**config.mk**
```make
export PLATFORM = sky130hd
export DESIGN_NAME = gaa_div
export DESIGN_NICKNAME = d
export VERILOG_FILES = /design/src/hdl/gaa_pkg.sv /design/src/hdl/gaa_div.sv
export SDC_FILE = /design/constraint.sdc
export NUM_CORES = 1
export LEC_CHECK = 0
export BUFFER_PORTS_ARGS = -buffer_cell sky130_fd_sc_hd__buf_2
export CORE_MARGIN = 2
export CORE_UTILIZATION = 57
export CTS_CLUSTER_DIAMETER = 60
export DETAILED_ROUTE_END_ITERATION = 7
export PLACE_DENSITY = 0.83
export SYNTH_ARGS = -nofsm -noshare
export SYNTH_HDL_FRONTEND = slang
export SYNTH_SLANG_ARGS = --single-unit
```
**constraint.sdc**
```tcl
create_clock -name clk -period 3.9 [get_ports clk]
set_clock_uncertainty 0.05 [all_clocks]
set_input_delay 0.39 -clock clk [delete_from_list [all_inputs] [get_ports clk]]
set_output_delay 0.39 -clock clk [all_outputs]
set_load 0.005 [all_outputs]
```
**src/hdl/gaa_pkg.sv**
```systemverilog
package gaa_pkg;

	// Storage geometry.
	localparam int MAX_ENTRIES = 1024;
	localparam int ADDR_W      = $clog2(MAX_ENTRIES);
	localparam int SUM_W       = 48;
	localparam int GRAD_W      = 32;
	localparam int CNT_W       = 16;
	localparam int LEN_W       = 11;
	localparam int CFG_IDX_W   = 2;
	localparam int CFG_DATA_W  = 16;
	localparam int DIV_CNT_W   = $clog2(SUM_W);

	// Item kinds.
	localparam logic [1:0] KIND_ADD   = 2'd0;
	localparam logic [1:0] KIND_READ  = 2'd1;
	localparam logic [1:0] KIND_CLEAR = 2'd2;

	// Configuration register indexes.
	localparam logic [CFG_IDX_W-1:0] REG_VECTOR_LENGTH   = 2'd0;
	localparam logic [CFG_IDX_W-1:0] REG_STEPS_PER_BATCH = 2'd1;

	// Request to the shared divider.
	typedef struct packed {
		logic             start;
		logic [SUM_W-1:0] dividend;
		logic [CNT_W-1:0] divisor;
	} div_req_t;

	// Response from the shared divider.
	typedef struct packed {
		logic             done;
		logic [SUM_W-1:0] quotient;
	} div_rsp_t;

endpackage

```
**src/hdl/gaa_div.sv**
```systemverilog
module gaa_div
	import gaa_pkg::*;
(
	input  logic     clk,
	input  logic     arst_n,
	input  div_req_t req,
	output div_rsp_t rsp
);

	logic                 busy_q;
	logic                 done_q;
	logic [DIV_CNT_W-1:0] cnt_q;
	logic [SUM_W-1:0]     quo_q;
	logic [CNT_W-1:0]     rem_q;
	logic [CNT_W-1:0]     dvs_q;
	logic [CNT_W+1:0]     diff;
	logic                 ge;

	// One restoring step: bring down the next dividend bit and try a subtract.
	assign diff = {1'b0, rem_q, quo_q[SUM_W-1]} - {2'b00, dvs_q};
	assign ge   = ~diff[CNT_W+1];

	// Control of the iteration.
	always_ff @(posedge clk or negedge arst_n) begin
		if (!arst_n) begin
			busy_q <= 1'b0;
			done_q <= 1'b0;
			cnt_q  <= '0;
		end else begin
			done_q <= 1'b0;
			if (req.start) begin
				busy_q <= 1'b1;
				cnt_q  <= '0;
			end else if (busy_q) begin
				cnt_q <= cnt_q + 1'b1;
				if (cnt_q == DIV_CNT_W'(SUM_W - 1)) begin
					busy_q <= 1'b0;
					done_q <= 1'b1;
				end
			end
		end
	end

	// Quotient and remainder datapath; the dividend shifts out as quotient bits shift in.
	always_ff @(posedge clk) begin
		if (req.start) begin
			quo_q <= req.dividend;
			rem_q <= '0;
			dvs_q <= req.divisor;
		end else if (busy_q) begin
			quo_q <= {quo_q[SUM_W-2:0], ge};
			rem_q <= ge ? diff[CNT_W-1:0] : {rem_q[CNT_W-2:0], quo_q[SUM_W-1]};
		end
	end

	assign rsp.done     = done_q;
	assign rsp.quotient = quo_q;

endmodule

```
==> key figures <==
Status
  • Status: finished, final reports clean

Clocking
  • TritonCTS buffer count: 9
  • Clk_lat worst skew: 0.37 ns
  • CTS resizes: 0
  • CTS tree: done
  • Postcts setup bufs: 0
  • Clock buffer depth: 2
  • Htree depth: 3
  • CTS root buffer: clkbuf_8
  • Clk slew on worst S/H paths: 0.10 ns
  • CTS Hold Bufs: 1
  • # clock sinks: ~90

Job
  • Max Cap Viol: 0

Yosys
  • Synth unique cells: 63
  • Syn Nets: 458
  • Post-synth top flop: edfxtp_1
  • Post-synthesis average cell area: 12.20 sq um
  • Mapped cell area: 0.004551 sq mm
  • Post-synth EDFFs: 64
  • Sequential share of the synthesized area: 0.5367
  • YS warnings: 0
  • Ys async rst share: 0.09091
  • Yosys reg bits: 88
  • Cell count after synthesis: 373

Setup path
  • Critical-path maximum fanout: 13
  • Crit-path slowest cell: a21oi_2
  • Data required time at the worst endpoint: roughly 4.1 ns
  • CP top delay family: simple AND/OR/NAND/NOR gates
  • Critical-path cell list: inv_1 > ha_1 > nand2_1 > nor3_2 > o2111ai_2 > a21oi_2 > or2_1 > mux2_2
  • Arrival time worst endpoint: 2.85 ns
  • Max stage delay on crit path: 0.50 ns
  • CP endpoint kind: flip-flop
  • CP Launch Type: flip-flop
  • CP bufs+invs: 1
  • Critical path class: flip-flop to flip-flop

Floorplan
  • Core area: 0.007727 sq mm
  • Die X: 93.35 um
  • Initial core utilization: 0.5889
  • Die ar.: 0.008714 sq mm
  • Die Ht: roughly 93 um
  • FP Rows: 32
  • Number of I/O pins: 116

Pwr
  • P_sw: 892.3 uW
  • PwrDens: approximately 520 mW/mm^2
  • Clock Power Share: 0.253
  • Sw Ratio: 0.3190
  • Comb power frac: 0.308
  • Peak supply drop: 325.0 uV
  • Int Power: 1905 uW
  • Share of power burned in registers: 0.439
  • LEAKAGE: 0.002343 uW

STA
  • Hold Fails Final Rpt: 0
  • Tcrit/Tclk final: 0.6820
  • RSZ-0062 raised after global routing: false
  • Final min period: about 2.7 ns
  • Hold WS: 0.1431 ns
  • Worst-Margin Slew: 0.9872 ns
  • Max Slew Vio Count: 0
  • Endpoints failing setup: 0
  • Slew Limit Headroom: 0.3409
  • Setup TNS Final: 0 ns
  • Fmax: 376.0 MHz

Min path
  • Hold Crit Class: primary input to flip-flop

Global routing
  • Total grt overflow: 0
  • Number of global-route vias before repair: 3446
  • Initial antenna violation count: 0
  • Gr usage total: 0.2351
  • Largest net degree at the start of global routing: 60
  • First-pass GRT wire length: 15750 um

Detailed routing
  • Residual DRC count: 0
  • Met3 routed WL: 889 um
  • Routed wire length: 9966 um
  • M1 WL: 3913 um
  • Highest routed layer: met4
  • Drt via density: 5.695
  • Post-route antenna net violation count: 0
  • DR WL/cell: 16.89 um
  • WL met2: 4948 um
  • DRT iter0 DRCs: 226
  • DRT Pass-1 Iters: 6
  • Vias after detailed routing: 3360

Place
  • Area after DPL: 0.005151 sq mm
  • GPL Wtd Cong: 0.9064
  • IO Port Bufs: 115
  • Final HPWL DP: around 7000 um

Finish
  • Share of cells above drive strength 1: 0.4098
  • FF/Latch Area: 0.002442 sq mm
  • Nets: around 570
  • Area added between synthesis and finish: 18.23%
  • Footprint of the multi-input gates: approximately 0.0019 sq mm
  • Fillers: 538
  • Final core occ: 0.6962
  • ANT cells: 0
  • Final instance area: 0.005380 sq mm
[synthesized netlist by cell type (6+ instances only)]
cell      instances  area [sq um]
edfxtp_1         64          1922
mux2_2           49         551.8
nand2_1          29         108.9
nor2_1           26         97.59
inv_1            21         78.83
ha_1             17         212.7
dfxtp_1          16         320.3
a21oi_1          14         70.07
o21ai_0          12         60.06
dfrtp_1           8         200.2
xor2_1            8         70.07
clkbuf_1          7         26.28
o211ai_1          7         52.55
xnor2_1           6         52.55
[cell families (layout without fill, tap and decap cells)]
family                   after synthesis  count (layout)  synth area share
buffers and inverters                 41             156           0.04482
AO/OA/AOI/OAI                         78              78            0.1281
XOR/XNOR                              14              14           0.02695
AND/OR/NAND/NOR                       83              83           0.08661
adder cells (fa/ha/maj)               18              18           0.05114
flip-flops                            88              88            0.5367
multiplexers                          51              51            0.1257
[cell usage in the layout, fill, tap and decap left out, types with 4 or more instances in the layout]
cell type | netlist | layout
buf_2 | 3 | 115
clkbuf_8 | 0 | 9
nand2_1 | 29 | 29
edfxtp_1 | 64 | 64
mux2_2 | 49 | 49
nor2_1 | 26 | 26
nand4_1 | 4 | 4
inv_1 | 21 | 20
dfxtp_1 | 16 | 16
a21oi_1 | 14 | 14
a21o_1 | 5 | 5
o21ai_0 | 12 | 12
xnor2_1 | 6 | 6
o211ai_1 | 7 | 7
dfrtp_1 | 8 | 8
ha_1 | 17 | 17
o311a_1 | 5 | 5
xor2_1 | 8 | 8
[sequential cells by signal (all words and copies together) (netlist names)]
signal / count
quo_q: 48
dvs_q: 16
rem_q: 16
cnt_q: 6
busy_q: 1
done_q: 1
[per-layer routing]
layer | GRT usage | vias to the layer above
met5 | 0 | -
met4 | 0.1103 | 0
met3 | 0.07655 | 19
met2 | 0.3807 | 176
met1 | 0.2849 | 1559
li1 | - | 1606
[worst reg2reg max path: stages, from the launching register on]
cell       delay [ns]
edfxtp_1         0.33
inv_1            0.04
ha_1             0.41
nand2_1          0.13
nor3_2           0.22
o2111ai_2        0.17
a21oi_2          0.50
or2_1            0.46
mux2_2           0.24
[per-stage QoR]
step,power [uW],cells,setup slack (ns)
global route,2938,590,1.044
CTS,2796,590,1.282
detailed placement,2092,573,1.296
global placement,2064,573,1.373
floorplan,1886,373,1.544
finish,2797,590,1.240
[layout make-up]
type | instances | share of cell area
clock buffer | 9 | 0.02302
clock inverter | 7 | 0.01767
inverter | 21 | 0.01465
multi-input combinational | 244 | 0.3540
sequential | 88 | 0.4540
tap | 102 | 0.02372
timing repair buffer | 119 | 0.1130
[final timing paths]
check                           from   endpoint  slack (ns)  depth (start not counted)
setup / recovery           dvs_q[11]   quo_q[0]        1.24                          8
hold / removal                req[0]   dvs_q[0]        0.14                          1
setup reg to reg           dvs_q[11]   quo_q[0]        1.24                          8
hold reg to reg            rem_q[15]  rem_q[15]        0.44                          2
max in group asynchronous     arst_n     busy_q        3.31                          2
min in group asynchronous     arst_n   cnt_q[0]        0.33                          2
[power by group through the flow]
stage	Sequential, uW	Clock (uW)	Combinational, uW
after floorplan	1230	0	652
final	1230	706	862
after global placement	1240	0	823
after global routing	1240	750	944
after detailed placement	1240	0	848
after CTS	1230	712	856
Note: power is estimated with default switching activity, not from simulation.
